## config.mk

```make
export PLATFORM = sky130hd
export DESIGN_NAME = zero_cross_heat_pump_firing
export DESIGN_NICKNAME = d
export VERILOG_FILES = /design/src/hw/rtl/zchp_pkg.sv /design/src/hw/rtl/zchp_csr.sv /design/src/hw/rtl/zchp_core.sv /design/src/hw/rtl/zero_cross_heat_pump_firing.sv
export SDC_FILE = /design/constraint.sdc
export NUM_CORES = 1
export LEC_CHECK = 0
export BUFFER_PORTS_ARGS = -buffer_cell sky130_fd_sc_hd__buf_2
export CORE_UTILIZATION = 45
export CTS_CLUSTER_SIZE = 10
export DETAILED_ROUTE_END_ITERATION = 8
export GPL_TIMING_DRIVEN = 0
export MAX_ROUTING_LAYER = met4
export PLACE_DENSITY = 0.73
export SYNTH_ARGS = -nofsm -noshare
export SYNTH_HDL_FRONTEND = slang
export SYNTH_HIERARCHICAL = 1
export SYNTH_SLANG_ARGS = --single-unit
```

## constraint.sdc

```tcl
create_clock -name clock -period 2.9 [get_ports clock]
set_input_delay 0.145 -clock clock [delete_from_list [all_inputs] [get_ports clock]]
set_output_delay 0.145 -clock clock [all_outputs]
set_load 0.01 [all_outputs]
```

## src/hw/rtl/zchp_pkg.sv

```systemverilog
`timescale 1ns / 1ps
// ----------------------------------------------------------------------------
// zchp_pkg: shared types and constants of the zero-cross firing controller
// Event codes, register indexes, reset values and the structs that pass
// between the register file, the event logic and the top level.
// ----------------------------------------------------------------------------
package zchp_pkg;

   localparam int SKIP_COUNT_BITS = 8;
   localparam int VENT_COUNT_BITS = 16;
   localparam int CMP_BITS        = 16;
   localparam int CSR_INDEX_BITS  = 3;
   localparam int CSR_DATA_BITS   = 16;

   // event codes
   localparam logic [1:0] ACT_ZERO_CROSS = 2'd0;
   localparam logic [1:0] ACT_TEMP       = 2'd1;
   localparam logic [1:0] ACT_VENT_TICK  = 2'd2;
   localparam logic [1:0] ACT_VENT_LOAD  = 2'd3;

   // register indexes
   localparam logic [CSR_INDEX_BITS-1:0] CSR_HEAT_DIVIDER  = 3'd0;
   localparam logic [CSR_INDEX_BITS-1:0] CSR_PRESSED_OFF   = 3'd1;
   localparam logic [CSR_INDEX_BITS-1:0] CSR_PRESSED_ON    = 3'd2;
   localparam logic [CSR_INDEX_BITS-1:0] CSR_RELEASED_OFF  = 3'd3;
   localparam logic [CSR_INDEX_BITS-1:0] CSR_RELEASED_ON   = 3'd4;

   // register reset values
   localparam logic signed [15:0] PRESSED_OFF_RESET  = 16'sd1500;
   localparam logic signed [15:0] PRESSED_ON_RESET   = 16'sd1400;
   localparam logic signed [15:0] RELEASED_OFF_RESET = 16'sd1200;
   localparam logic signed [15:0] RELEASED_ON_RESET  = 16'sd1100;

   typedef struct packed {
      logic        [7:0]  heat_divider;
      logic signed [15:0] pressed_off_level;
      logic signed [15:0] pressed_on_level;
      logic signed [15:0] released_off_level;
      logic signed [15:0] released_on_level;
   } cfg_type;

   typedef struct packed {
      logic [1:0]         action;
      logic               crossing_level;
      logic               pump_enable;
      logic               ac_pump_mode;
      logic [7:0]         pump_speed;
      logic signed [15:0] temperature;
      logic               key_pressed;
      logic [15:0]        vent_delay;
   } req_type;

   typedef struct packed {
      logic pump_drive;
      logic heat_fire;
      logic vent_drive;
      logic heat_active;
   } rsp_type;

endpackage

```

## src/hw/rtl/zchp_csr.sv

```systemverilog
`timescale 1ns / 1ps
// ----------------------------------------------------------------------------
// zchp_csr: configuration registers
// Heat divider and the two thermostat threshold pairs, written by index.
// ----------------------------------------------------------------------------
module zchp_csr (
   input  logic                                 clock,
   input  logic                                 reset,
   input  logic                                 csr_write,
   input  logic [zchp_pkg::CSR_INDEX_BITS-1:0]  csr_index,
   input  logic [zchp_pkg::CSR_DATA_BITS-1:0]   csr_wdata,
   output zchp_pkg::cfg_type                    cfg
);
   import zchp_pkg::*;

   cfg_type cfg_ff;
   cfg_type cfg_in;

   always_comb begin
      cfg_in = cfg_ff;
      if (csr_write) begin
         unique case (csr_index)
            CSR_HEAT_DIVIDER: cfg_in.heat_divider       = csr_wdata[7:0];
            CSR_PRESSED_OFF:  cfg_in.pressed_off_level  = csr_wdata[15:0];
            CSR_PRESSED_ON:   cfg_in.pressed_on_level   = csr_wdata[15:0];
            CSR_RELEASED_OFF: cfg_in.released_off_level = csr_wdata[15:0];
            CSR_RELEASED_ON:  cfg_in.released_on_level  = csr_wdata[15:0];
            default:          cfg_in = cfg_ff;
         endcase
      end
   end

   always_ff @(posedge clock) begin
      if (reset) begin
         cfg_ff.heat_divider       <= '0;
         cfg_ff.pressed_off_level  <= PRESSED_OFF_RESET;
         cfg_ff.pressed_on_level   <= PRESSED_ON_RESET;
         cfg_ff.released_off_level <= RELEASED_OFF_RESET;
         cfg_ff.released_on_level  <= RELEASED_ON_RESET;
      end else begin
         cfg_ff <= cfg_in;
      end
   end

   assign cfg = cfg_ff;

endmodule

```

## src/hw/rtl/zchp_core.sv

```systemverilog
`timescale 1ns / 1ps
// ----------------------------------------------------------------------------
// zchp_core: event logic and controller state
// Applies one event to the pump, heater, thermostat and vent state per
// step and forms the result from the updated state.
// ----------------------------------------------------------------------------
module zchp_core (
   input  logic              clock,
   input  logic              reset,
   input  logic              step,
   input  zchp_pkg::req_type req,
   input  zchp_pkg::cfg_type cfg,
   output zchp_pkg::rsp_type rsp
);
   import zchp_pkg::*;

   logic [SKIP_COUNT_BITS-1:0] pump_skip_ff, pump_skip_in;
   logic [SKIP_COUNT_BITS-1:0] heat_skip_ff, heat_skip_in;
   logic [VENT_COUNT_BITS-1:0] vent_remaining_ff, vent_remaining_in;
   logic pump_on_ff, pump_on_in;
   logic heating_ff, heating_in;
   logic vent_enabled_ff, vent_enabled_in;
   logic vent_level_ff, vent_level_in;
   logic fire;

   logic [SKIP_COUNT_BITS-1:0] pump_skip_inc;
   logic [SKIP_COUNT_BITS-1:0] heat_skip_inc;
   logic signed [15:0]         off_level;
   logic signed [15:0]         on_level;

   assign pump_skip_inc = pump_skip_ff + 1'b1;
   assign heat_skip_inc = heat_skip_ff + 1'b1;
   assign off_level = req.key_pressed ? cfg.pressed_off_level : cfg.released_off_level;
   assign on_level  = req.key_pressed ? cfg.pressed_on_level  : cfg.released_on_level;

   always_comb begin
      pump_skip_in      = pump_skip_ff;
      pump_on_in        = pump_on_ff;
      heat_skip_in      = heat_skip_ff;
      heating_in        = heating_ff;
      vent_enabled_in   = vent_enabled_ff;
      vent_remaining_in = vent_remaining_ff;
      vent_level_in     = vent_level_ff;
      fire              = 1'b0;
      unique case (req.action)
         ACT_ZERO_CROSS: begin
            if (req.ac_pump_mode && req.crossing_level) begin
               if (!pump_on_ff) begin
                  pump_skip_in = pump_skip_inc;
                  if ((CMP_BITS'(pump_skip_inc) > CMP_BITS'(req.pump_speed))
                      && req.pump_enable) begin
                     pump_on_in = 1'b1;
                  end
               end else begin
                  pump_on_in   = 1'b0;
                  pump_skip_in = '0;
               end
            end
            if (heating_ff) begin
               heat_skip_in = heat_skip_inc;
               if (CMP_BITS'(heat_skip_inc) > CMP_BITS'(cfg.heat_divider)) begin
                  heat_skip_in = '0;
                  fire         = 1'b1;
               end
            end
            if (vent_enabled_ff) begin
               vent_level_in = 1'b1;
            end
         end
         ACT_TEMP: begin
            if (heating_ff) begin
               if (req.temperature > off_level) begin
                  heating_in = 1'b0;
               end
            end else if (req.temperature < on_level) begin
               heating_in = 1'b1;
            end
         end
         ACT_VENT_TICK: begin
            if (vent_remaining_ff != '0) begin
               vent_remaining_in = vent_remaining_ff - 1'b1;
               if (vent_remaining_ff == VENT_COUNT_BITS'(1)) begin
                  vent_level_in   = 1'b0;
                  vent_enabled_in = 1'b0;
               end
            end
         end
         ACT_VENT_LOAD: begin
            vent_remaining_in = VENT_COUNT_BITS'(req.vent_delay);
            if (VENT_COUNT_BITS'(req.vent_delay) == '0) begin
               vent_enabled_in = 1'b1;
            end
         end
         default: begin
         end
      endcase
   end

   always_ff @(posedge clock) begin
      if (reset) begin
         pump_skip_ff      <= '0;
         pump_on_ff        <= 1'b0;
         heat_skip_ff      <= '0;
         heating_ff        <= 1'b0;
         vent_enabled_ff   <= 1'b0;
         vent_remaining_ff <= '0;
         vent_level_ff     <= 1'b0;
      end else if (step) begin
         pump_skip_ff      <= pump_skip_in;
         pump_on_ff        <= pump_on_in;
         heat_skip_ff      <= heat_skip_in;
         heating_ff        <= heating_in;
         vent_enabled_ff   <= vent_enabled_in;
         vent_remaining_ff <= vent_remaining_in;
         vent_level_ff     <= vent_level_in;
      end
   end

   assign rsp.pump_drive  = pump_on_in;
   assign rsp.heat_fire   = fire;
   assign rsp.vent_drive  = vent_level_in;
   assign rsp.heat_active = heating_in;

   // heater pulses only on crossings while heating
   a_fire_needs_heating: assert property (@(posedge clock) disable iff (reset)
      step && fire |-> heating_ff && (req.action == ACT_ZERO_CROSS))
      else $error("heater pulse without heating on a crossing");

   // pump turns on only from an enabled crossing
   a_pump_rise: assert property (@(posedge clock) disable iff (reset)
      $rose(pump_on_ff) |-> $past(step && req.action == ACT_ZERO_CROSS && req.pump_enable))
      else $error("pump turned on outside an enabled crossing");

   // vent drive drops only on a tick
   a_vent_fall: assert property (@(posedge clock) disable iff (reset)
      $fell(vent_level_ff) |-> $past(step && req.action == ACT_VENT_TICK))
      else $error("vent drive dropped outside a tick");

   // vent drive never stands without the vent enabled
   a_vent_level_enabled: assert property (@(posedge clock) disable iff (reset)
      vent_level_ff |-> vent_enabled_ff)
      else $error("vent drive high while vent disabled");

endmodule

```

## src/hw/rtl/zero_cross_heat_pump_firing.sv

```systemverilog
`timescale 1ns / 1ps
// ----------------------------------------------------------------------------
// zero_cross_heat_pump_firing: zero-cross cycle-skipping heater/pump control
// Takes one event per request (zero-cross, temperature sample, vent tick or
// vent-delay load) and returns one response with the drive levels.
// ----------------------------------------------------------------------------
// The block accepts one request every cycle and returns exactly one response
// per request, in order. A request lands in an input register. Once the
// response register is empty or being taken, the event logic updates the
// controller state and loads the response register, which holds it until
// it is taken. Throughput is one request per cycle as long as responses are
// taken. In steady flow both registers are full, so a cycle with rsp_ready
// low and a request in the input register drops req_ready in that same
// cycle; req_ready follows rsp_ready combinationally. Write the
// configuration registers only while no request is in flight.
// ----------------------------------------------------------------------------
module zero_cross_heat_pump_firing (
   input  logic                                clock,
   input  logic                                reset,
   // request channel
   input  logic                                req_valid,
   output logic                                req_ready,
   input  logic [1:0]                          req_action,
   input  logic                                req_crossing_level,
   input  logic                                req_pump_enable,
   input  logic                                req_ac_pump_mode,
   input  logic [7:0]                          req_pump_speed,
   input  logic signed [15:0]                  req_temperature,
   input  logic                                req_key_pressed,
   input  logic [15:0]                         req_vent_delay,
   // response channel
   output logic                                rsp_valid,
   input  logic                                rsp_ready,
   output logic                                rsp_pump_drive,
   output logic                                rsp_heat_fire,
   output logic                                rsp_vent_drive,
   output logic                                rsp_heat_active,
   // configuration port
   input  logic                                csr_write,
   input  logic [zchp_pkg::CSR_INDEX_BITS-1:0] csr_index,
   input  logic [zchp_pkg::CSR_DATA_BITS-1:0]  csr_wdata
);
   import zchp_pkg::*;

   cfg_type cfg;
   req_type req_ff, req_in;
   rsp_type rsp_ff, rsp_in;
   logic    in_valid_ff, in_valid_in;
   logic    rsp_valid_ff, rsp_valid_in;
   logic    advance;
   logic    step;

   // Advance when the response slot is empty or being taken this cycle.
   assign advance   = !rsp_valid_ff || rsp_ready;
   assign step      = in_valid_ff && advance;
   // Take a new request whenever the input register is empty or empties this cycle.
   assign req_ready = !in_valid_ff || advance;

   always_comb begin
      req_in.action         = req_action;
      req_in.crossing_level = req_crossing_level;
      req_in.pump_enable    = req_pump_enable;
      req_in.ac_pump_mode   = req_ac_pump_mode;
      req_in.pump_speed     = req_pump_speed;
      req_in.temperature    = req_temperature;
      req_in.key_pressed    = req_key_pressed;
      req_in.vent_delay     = req_vent_delay;
   end

   always_comb begin
      in_valid_in = in_valid_ff;
      if (req_ready) begin
         in_valid_in = req_valid;
      end
   end

   always_comb begin
      rsp_valid_in = rsp_valid_ff;
      if (advance) begin
         rsp_valid_in = in_valid_ff;
      end
   end

   zchp_csr u_csr (
      .clock     (clock),
      .reset     (reset),
      .csr_write (csr_write),
      .csr_index (csr_index),
      .csr_wdata (csr_wdata),
      .cfg       (cfg)
   );

   zchp_core u_core (
      .clock (clock),
      .reset (reset),
      .step  (step),
      .req   (req_ff),
      .cfg   (cfg),
      .rsp   (rsp_in)
   );

   // control: valid flags of the two stages
   always_ff @(posedge clock) begin
      if (reset) begin
         in_valid_ff  <= 1'b0;
         rsp_valid_ff <= 1'b0;
      end else begin
         in_valid_ff  <= in_valid_in;
         rsp_valid_ff <= rsp_valid_in;
      end
   end

   // payload: capture the request, hold the response until taken
   always_ff @(posedge clock) begin
      if (req_ready && req_valid) begin
         req_ff <= req_in;
      end
      if (step) begin
         rsp_ff <= rsp_in;
      end
   end

   assign rsp_valid       = rsp_valid_ff;
   assign rsp_pump_drive  = rsp_ff.pump_drive;
   assign rsp_heat_fire   = rsp_ff.heat_fire;
   assign rsp_vent_drive  = rsp_ff.vent_drive;
   assign rsp_heat_active = rsp_ff.heat_active;

endmodule
```

### Word level (Yosys, flattened, before mapping)

Cells that the tools add are included.

| storage, ports and cells | value |
|---|---|
| register bits after elaboration | 160 |
| word-level logic and storage cells | 90 |

| operators by class | value |
|---|---|
| mux-type cells | 23 |
| $lt $le $gt $ge | 4 |
| reductions and logical operators | 23 |
| eq/ne operators | 11 |
| add/subtract/negate cells | 3 |

Operator list:

| operator | number |
|---|---|
| two-way mux 16 bit | 3 |
| case mux 16 bit (2 select lines) | 1 |
| adder 8 x 1 -> 8 bit, second input constant | 2 |
| equality test 16 x 1 -> 1 bit, second input constant | 1 |
| greater-than comparator 16 bit | 1 |
| greater-than comparator 8 bit | 2 |
| logical NOT 16 bit | 1 |
| less-than comparator 16 bit | 1 |
| two-way mux 8 bit | 2 |
| nonzero test 16 bit | 1 |
| subtractor 16 x 1 -> 16 bit, second input constant | 1 |
| two-way mux 1 bit | 15 |
| AND reduction 2 bit | 6 |
| AND reduction 3 bit | 3 |
| equality test 3 x 2 -> 1 bit, second input constant | 2 |
| != test 2 x 1 -> 1 bit, second input constant | 3 |
| AND reduction 5 bit | 1 |
| equality test 2 bit, second input constant | 2 |
| logical AND 1 bit | 4 |
| case mux 1 bit (2 select lines) | 2 |
| equality test 3 x 1 -> 1 bit, second input constant | 1 |
| equality test 3 bit, second input constant | 1 |
| logical NOT 3 bit | 1 |
| equality test 2 x 1 -> 1 bit, second input constant | 1 |
| other kinds (4) | 6 |

### Depth between registers and ports, before layout

Gate-level depths: netlist of run 1.

| depth | value |
|---|---|
| word-level depth | 7 |
| mapped depth | 12 |

### Cells and area by module

Netlist of run 1, hierarchy kept.

Modules (own cells, without submodules):

| module | cells each | area each (um^2) | times used |
|---|---|---|---|
| zchp_core | 448 | 3,671.0 | 1 |
| zchp_csr | 266 | 2,859.0 | 1 |
| zero_cross_heat_pump_firing | 60 | 1,605.3 | 1 |

### Worst setup path after synthesis of run 1

Ideal clock, no wire load.

| timing path | value |
|---|---|
| path kind | reg2reg |
| start point | reg req_ff[16] (netlist name) |
| end point | reg rsp_ff (netlist bit rsp_heat_active), data pin |
| slack | -21 ps |
| required time | 2,649 ps |
| stages on the path, launching flop included | 12 |
| period minus slack after synthesis | 2,921 ps |
| arrival | 2,670 ps |
| setup time | 251 ps |
| buffers on the path | 3 |
| cells stage by stage | edfxtp_1 clkbuf_1 clkbuf_1 mux2i_1 ha_1 and4_1 nand4_1 a21oi_1 nor4bb_1 or4_1 o2bb2ai_1 buf_4 |

| between the ends | value |
|---|---|
| longest elaborated chain between the ends | 5 |
| elaborated cells on any way between the ends | 8 |
| classes of those cells | order compare (2); mux (6) |

RTL lines:

| item | line | text |
|---|---|---|
| from (decl) | zero_cross_heat_pump_firing.sv:46 | `req_type req_ff, req_in;` |
| from (signal assigned) | zero_cross_heat_pump_firing.sv:116 | `req_ff <= req_in;` |
| two-way mux 16 bit (on tied branches) | zchp_core.sv:34, zchp_core.sv:33 |  |
| less-than comparator 16 bit or greater-than comparator 16 bit (tied branches) | zchp_core.sv:75, zchp_core.sv:72 |  |
| two-way mux 1 bit (on tied branches) | zchp_core.sv:75, zchp_core.sv:72 |  |
| two-way mux 1 bit * | zchp_core.sv:71 | `if (heating_ff) begin` |
| two-way mux 1 bit * | zchp_core.sv:45 | `unique case (req.action)` |
| net u_core.heating_in | zchp_core.sv:21 | `logic heating_ff, heating_in;` |
| to (signal assigned) | zero_cross_heat_pump_firing.sv:119 | `rsp_ff <= rsp_in;` |
| to (decl) | zero_cross_heat_pump_firing.sv:47 | `rsp_type rsp_ff, rsp_in;` |

Mark *: on every way through the listed nets, which the timed path passes. The rest lies on a longest branch.
A chain may end at the register's enable or synchronous reset.

### Worst setup path in the final report of run 1

Same ends and word-level chain as after synthesis.

==> results of run 1 <==
[state kept, by name, summed over array words and instances (netlist names)]
name and flops:
req_ff 46, in_valid_ff 1, rsp_valid 1, u_core/vent_remaining_ff 16, u_core/heat_skip_ff 8, u_csr/cfg 72
u_core/vent_level_ff 1, u_core/heating_ff 1, u_core/pump_on_ff 1, rsp_heat_active 1, rsp_vent_drive 1, u_core/vent_enabled_ff 1
rsp_pump_drive 1, u_core/pump_skip_ff 8, rsp_heat_fire 1
[worst max path at each step]
| stage | endpoint | depth (start not counted) | startpoint | slack, ns |
|---|---|---|---|---|
| detailed placement | rsp_heat_active$_DFFE_PP_ | 10 | req_ff[16]$_DFFE_PP_ | -0.57 |
| CTS | rsp_heat_active$_DFFE_PP_ | 9 | req_ff[16]$_DFFE_PP_ | 0.01 |
| global route | rsp_heat_active$_DFFE_PP_ | 10 | req_ff[16]$_DFFE_PP_ | -0.07 |
| global placement | rsp_heat_active$_DFFE_PP_ | 10 | req_ff[16]$_DFFE_PP_ | -0.57 |
| floorplan | rsp_heat_active$_DFFE_PP_ | 10 | req_ff[16]$_DFFE_PP_ | 0.03 |
| finish | rsp_heat_active$_DFFE_PP_ | 10 | req_ff[16]$_DFFE_PP_ | 0.06 |
[metal layers]
layer | GRT usage, % | vias to the layer above | wire length, um
met5 | - | - | 0
met3 | 4.92 | 27 | 1010
met2 | 38.7 | 184 | 9670
met1 | 27.6 | 2960 | 8780
li1 | - | 3103 | -
met4 | 8.52 | 0 | 429
[metrics by stage]
step           hold slack (ns)  worst slack [ns]  instances  setup TNS [ns]  util (%)
5_1_grt                 0.0194           -0.0739       1161         -0.0739      57.1
6_report                0.0172            0.0622       1161               0      57.1
2_1_floorplan            0.207            0.0304        774               0         -
3_5_place_dp             0.323            -0.569       1074           -1.17      50.3
4_1_cts                0.00514            0.0126       1156               0      56.7
3_3_place_gp             0.321            -0.573       1074           -1.11      50.3
[cells in the mapped netlist, types with 9 or more instances]
| cell type | instances |
|---|---|
| dfxtp_1 | 110 |
| nand3_1 | 24 |
| ha_1 | 51 |
| a21oi_1 | 32 |
| o21ai_0 | 13 |
| edfxtp_1 | 50 |
| inv_1 | 25 |
| nor2_1 | 65 |
| nand2b_1 | 74 |
| buf_2 | 10 |
| clkbuf_1 | 20 |
| nand2_1 | 35 |
| nand4_1 | 9 |
| mux2i_1 | 104 |
[logic make-up (layout without fill, tap and decap cells)]
| family | count (synthesis) | in the layout |
|---|---|---|
| AOI/OAI and AO/OA | 113 | 113 |
| xor gates and xnor gates | 12 | 12 |
| adders and majority gates | 51 | 51 |
| buffers and inverters | 65 | 227 |
| DFF | 160 | 160 |
| muxes | 106 | 106 |
| and+or+nand+nor | 267 | 267 |
[repair_timing]
action                                  in CTS  in global routing
endpoints found under the setup margin       9                  4
setup buffers                                0                  4
hold buffers                                52                  0
gates resized for setup                     11                  5
gates cloned                                 0                  1
pin swaps                                    0                  1
hold endpoints to repair                    56                  0
[cells in the final DEF (no fill, tap or decap), types with 4 or more instances in the layout]
cell type      synthesis  routed
ha_1                  51      51
inv_1                 25      25
dlygate4sd3_1          0      52
xor2_1                 7       7
nand3_1               24      24
inv_6                  0       5
nor2_1                65      65
clkbuf_1              20      15
dfxtp_1              110     109
a21oi_1               32      32
xnor2_1                5       5
o21ai_0               13      12
nand2b_1              74      74
nand4_1                9       9
clkbuf_16              0      18
buf_2                 10      85
edfxtp_1              50      50
mux2i_1              104     104
nor2b_1                7       7
a31oi_1                4       4
a32o_1                 6       6
nor4_1                 7       7
buf_6                  4       4
o21ai_1                5       6
nand2_1               35      35
a22oi_1                7       7
nor3_1                 6       6
a21o_1                 4       4
o31ai_1                5       5
buf_4                  6      10
a211oi_2               5       5
[report_power, final]
part           switching (uW)  leakage [uW]  total (uW)  internal, uW
combinational             369       0.00264         682           313
sequential               63.6       0.00138        2460          2400
clock                     957      0.000272        2170          1210
total                    1390       0.00429        5310          3920
[tightest hold or removal path: cells and delay by family]
family	cells	cell delay (ns)
buffers and inverters	1	0.09
AOI/OAI and AO/OA	1	0.06
and+or+nand+nor	1	0.11
[area by class of cell]
type	instances	area [um2]
buffer	38	241
timing repair buffer	132	951
multi-input combinational	549	4140
inverter	25	93.8
fill	1506	7500
tap	225	282
clock buffer	18	439
sequential	160	3700
clock inverter	14	129
==> reports/metrics.yaml, run 1 <==
worst_setup_path:
  cp_top_family: "simple AND/OR/NAND/NOR gates"
  r2r_setup_slack_ns: 0.06
  slowest_delay_ns: 0.55
  slowest_stage: "or4_1"
  start_kind: "register"
  reg2reg_to: "rsp_heat_active$_DFFE_PP_"
  r2r_start: "req_ff[16]$_DFFE_PP_"
  worst_path_most_repeated_cell: "buf_4"
  critPathMaxFanout: 10
  worstSetupPathType: "register to register"
  path_buf_inv: 3
  arrival_ns: 3.03
  end_kind: "register"
  worstRegToRegCells: 10
  path_cells: "buf_4, buf_8, mux2i_1, ha_1, and4_1, nand3_1, or4_1, o221ai_2, o2bb2ai_1, buf_4"
  required_ns: 3.09
synthesis:
  syn_nets: 895
  synth_ff_type: "dfxtp_1"
  synth_top_family_by_area: "simple AND/OR/NAND/NOR gates"
  yosys.area_share.adder_pct: 7.84
  syn_area_per_cell_um2: 10.5
  netlist_instances: 774
  synth.distinct_cells: 76
  synthMuxAreaShare_pct: 13.1
  yosys.area_share.simple_pct: 18.3
  synth_seq_cells: 160
  synth.largest_area_cell: "dfxtp_1"
  synth_edf_count: 50
  synth_xor_area_share_pct: 1.29
  synth_compound_area_share_pct: 10.1
  synth_warnings: 6
  synth_area_um2: 8140
  synth_area_leaders: "dfxtp_1, edfxtp_1, mux2i_1, ha_1, nand2b_1"
  synth_top_area_share_pct: 27.1
  seq_area_frac_synth_pct: 45.5
  async_reset_ff_share_pct: 0
power:
  pwr_density_cell_nw_per_um2: 533
  p_leak_uw: 0.00429
  peakVddDrop_mv: 0.413
  p_total_uw: 5310
grt:
  grt_pass1_wl_mm: 31.7
  grt_pass1_vias: 6241
  grt_max_degree: 47
  gr-total-overflow: 0
  grt_antenna_before_repair: 0
  grt_usage_pct: 23.3
detailed_routing:
  vias: 6274
  wire_per_inst_um: 17.1
  dr.first_iter.drc_count: 315
  viasPerCell: 5.40
  drt-total-wl_mm: 19.9
  first_pass_iters: 5
  drcViolationCount: 0
  postRouteAntennaNets: 0
clocking:
  clockRootBuffer: "clkbuf_16"
  cts.sinks: 160
  tritoncts: "built"
  path_clk_slew_ns: 0.06
  cts_htree_levels: 4
  cts_made_buffers: 17
  clockBufferDepth: 2
  clock_latency_ns: 0.43
sta:
  relSlewSlack_pct: 50.8
  drv_slew: 0
  hold_viol: 0
  fin_skew_ns: 0.00929
  worst_pin_slew_ns: 0.729
  layout_min_cycle_time_ns: 2.84
  fin_crit_sh_pct: 97.9
  fmax_mhz: 352
  setup_viol: 0
  rsz0062_at_grt: "true"
floorplan:
  rows: 48
  pin_count: 76
  design.core.area_um2: 17500
  die_w_um: 136
  initial_core_util_pct: 46.5
  dieArea_um2: 18600
  die_h_um: 136
worst_hold_path:
  worstHoldPathType: "primary input to register"
  hold_start: "rsp_ready"
  whs_endpoint: "rsp_valid$_SDFFE_PP0P_"
  hold_depth: 3
placed_design:
  port_buffers: 75
  placed_area_um2: 8790
  hpwl_mm: 13.4
  globalplace.congestion: 0.883
finish:
  drive_above_1_share_pct: 17.7
  nets: 1044
  fin_area_um2: 9980
  diodes: 0
  area_growth_pct: 22.6
job:
  maxCapViolCount: 0
run_status:
  status: "complete, no violations"
Power figures use the tool's default switching activity.
==> run 2, diff against run 1 <==
- CORE_MARGIN: unset -> 2
- clock period: 2.9 -> 2.3 ns (I/O delays scaled with it)
==> run 2 against run 1 <==
The flow now finishes with violations (setup timing). Highest routed layer unchanged. Clock skew grew 0.00098 ns. Non-clock buffer count grew 20. Sequential power rose by 26%. Core utilization up 1.3 points. First-iteration DRC count is 36% higher. Clock power grew 20%.
==> reports/metrics.yaml, run 2 (synthesis gave the netlist of run 1 again) <==
run_status:
  violations: "setup timing"
  status: "finished, violations left"
grt:
  grt_usage_pct: 22.2  # -1.1 points
  gr-total-overflow: 0  # unchanged
  grt_pass1_vias: 6431  # +3.0%
  grt_max_degree: 47  # unchanged
  grt_antenna_before_repair: 0  # unchanged
  grt_pass1_wl_mm: 33.0  # +4.2%
detailed_routing:
  vias: 6337  # +1.0%
  first_pass_iters: 5  # unchanged
  drcViolationCount: 0  # unchanged
  drt-total-wl_mm: 20.4  # +2.5%
  dr.first_iter.drc_count: 428  # +36%
  wire_per_inst_um: 17.2  # +0.47%
  postRouteAntennaNets: 0  # unchanged
  viasPerCell: 5.35  # -0.96%
worst_setup_path:
  critPathMaxFanout: 6  # -4
  worstRegToRegCells: 10  # unchanged
  crit_start: "req_ff[16]$_DFFE_PP_"
  start_kind: "register"
  arrival_ns: 2.78  # -0.25 ns
  crit_end: "rsp_heat_active$_DFFE_PP_"
  worstSetupPathType: "register to register"
  reg2reg_to: "rsp_heat_active$_DFFE_PP_"
  path_cells: "buf_8, clkbuf_16, mux2i_1, ha_1, and4_4, nand4_1, a21oi_1, nor4bb_1, or4_4, o2bb2ai_1"
  slowest_delay_ns: 0.43  # -0.12 ns
  slowest_stage: "or4_4"
  r2r_setup_slack_ns: -0.33  # -0.39 ns
  required_ns: 2.46  # -0.63 ns
  r2r_start: "req_ff[16]$_DFFE_PP_"
  end_kind: "register"
floorplan:
  design.core.area_um2: 17800  # +2.1%
  rows: 49  # +2.1%
  initial_core_util_pct: 45.6  # -0.95 points
  dieArea_um2: 19200  # +3.0%
  pin_count: 76  # unchanged
  die_w_um: 138  # +1.5%
  die_h_um: 138  # +1.5%
sta:
  drv_slew: 0  # unchanged
  layout_min_cycle_time_ns: 2.63  # -0.213 ns
  setup_viol: 9  # +9
  worst_pin_slew_ns: 0.846  # +0.116 ns
  postLayoutSetupSlackWorst_ns: -0.325  # -0.387 ns
  fin_skew_ns: 0.0103  # +0.000983 ns
  finalSetupTns_ns: -1.11  # -1.11 ns
  hold_viol: 0  # unchanged
  rsz0062_at_grt: "true"
  relSlewSlack_pct: 43.4  # -7.4 points
  fin_crit_sh_pct: 114  # +16 points
  fmax_mhz: 381  # +8.1%
power:
  p_switching_uw: 1730  # +25%
  pwr_density_cell_nw_per_um2: 635  # +19%
  clock_power_share_pct: 39.3  # -1.5 points
  p_sw_share_pct: 26.1  # about the same
  comb_power_share_pct: 13.8  # +1.0 points
  p_int_uw: 4890  # +25%
  p_leak_uw: 0.00441  # +2.9%
  peakVddDrop_mv: 0.631  # +53%
  seqPwrFrac_pct: 46.9  # +0.6 points
clocking:
  cts_made_buffers: 17  # unchanged
  cts_htree_levels: 4  # unchanged
  tritoncts: "built"
  clockRootBuffer: "clkbuf_16"
  clockBufferDepth: 2  # unchanged
  path_clk_slew_ns: 0.06  # about the same
  cts.sinks: 160  # unchanged
  clock_latency_ns: 0.42  # about the same
finish:
  area_growth_pct: 28.1
  largest_reg_flops: 72  # unchanged
  final_cell_mix: "mux2i_1, dfxtp_1, buf_2, nand2b_1, nor2_1"
  fin_util_pct: 58.4  # +1.3 points
  nets: 1064  # +1.9%
  drive_above_1_share_pct: 22.8  # +5.1 points
  final_cells: 1184  # +2.0%
  final_common_cell: "mux2i_1"
  diodes: 0  # unchanged
  nFillCells: 1478  # -1.9%
worst_hold_path:
  worstHoldPathType: "primary input to register"
placed_design:
  hpwl_mm: 13.5  # +0.79%
  port_buffers: 75  # unchanged
  globalplace.congestion: 0.903  # +2.3%
  dp.cells: 1078  # +0.37%
  pre_cts_ws_ns: -0.568  # +0.00142 ns
job:
  maxCapViolCount: 0  # unchanged
==> run 2: layout make-up <==
cell class / count / area, um2 / share of cell area [%]
flip-flops and latches: 160 / 3730 / 35.8
multi-input cells: 549 / 4360 / 41.9
plain buffers: 38 / 280 / 2.69
inverters: 25 / 93.8 / 0.900
repair buffers: 152 / 1140 / 10.9
well taps: 229 / 287 / 2.75
clock inverters: 13 / 85.1 / 0.816
clock buffers: 18 / 450 / 4.32
==> run 2: critical path: cells and delay by family, from the launching register on <==
family	cells	cell delay, ns
AO/OA/AOI/OAI	2	0.30
multiplexers	1	0.12
buffers and inverters	2	0.33
flip-flops	1	0.41
AND/OR/NAND/NOR	4	0.87
adder cells (fa/ha/maj)	1	0.31
==> run 2: worst min path at each step <==
stage / from / to / slack (ns) / cells after the start
floorplan: reset / in_valid_ff$_SDFFE_PP0P_ / 0.18 / 1
global placement: req_temperature[9] / req_ff[26]$_DFFE_PP_ / 0.29 / 1
detailed placement: req_temperature[14] / req_ff[31]$_DFFE_PP_ / 0.29 / 1
CTS: reset / in_valid_ff$_SDFFE_PP0P_ / 0.01 / 2
global route: reset / in_valid_ff$_SDFFE_PP0P_ / 0.03 / 2
finish: reset / in_valid_ff$_SDFFE_PP0P_ / 0.03 / 2
==> run 2: stage by stage <==
stage | cell area, um2 | hold WS (ns) | power, uW
2_1_floorplan | 8260 | 0.177 | 3690
3_3_place_gp | 8920 | 0.291 | 3920
3_5_place_dp | 8920 | 0.293 | 3940
4_1_cts | 10300 | 0.0110 | 6640
5_1_grt | 10400 | 0.0271 | 6880
6_report | 10400 | 0.0287 | 6620
==> run 2: power groups by stage <==
| stage | registers (uW) | clock network [uW] | logic [uW] |
|---|---|---|---|
| after CTS | 3100 | 2640 | 897 |
| final | 3100 | 2600 | 917 |
| after detailed placement | 3160 | 0 | 774 |
| after global routing | 3110 | 2770 | 1000 |
| after global placement | 3160 | 0 | 760 |
| after floorplan | 3140 | 0 | 549 |
==> run 2: routing by layer <==
layer | vias up | routed length (um) | share of wire, % | GRT usage, %
li1 | 3145 | - | - | -
met4 | 0 | 277 | 1.4 | 5.16
met5 | - | 0 | 0 | -
met3 | 19 | 919 | 4.5 | 4.71
met2 | 166 | 10000 | 49 | 37.1
met1 | 3007 | 9140 | 45 | 27.8
==> run 2: repair_timing <==
action | CTS | global route
resized for setup | 41 | 16
setup buffers | 14 | 8
cloned | 1 | 0
setup endpoints to repair | 13 | 14
endpoints found under the hold margin | 68 | 0
pin swaps | 33 | 12
hold buffers | 56 | 0
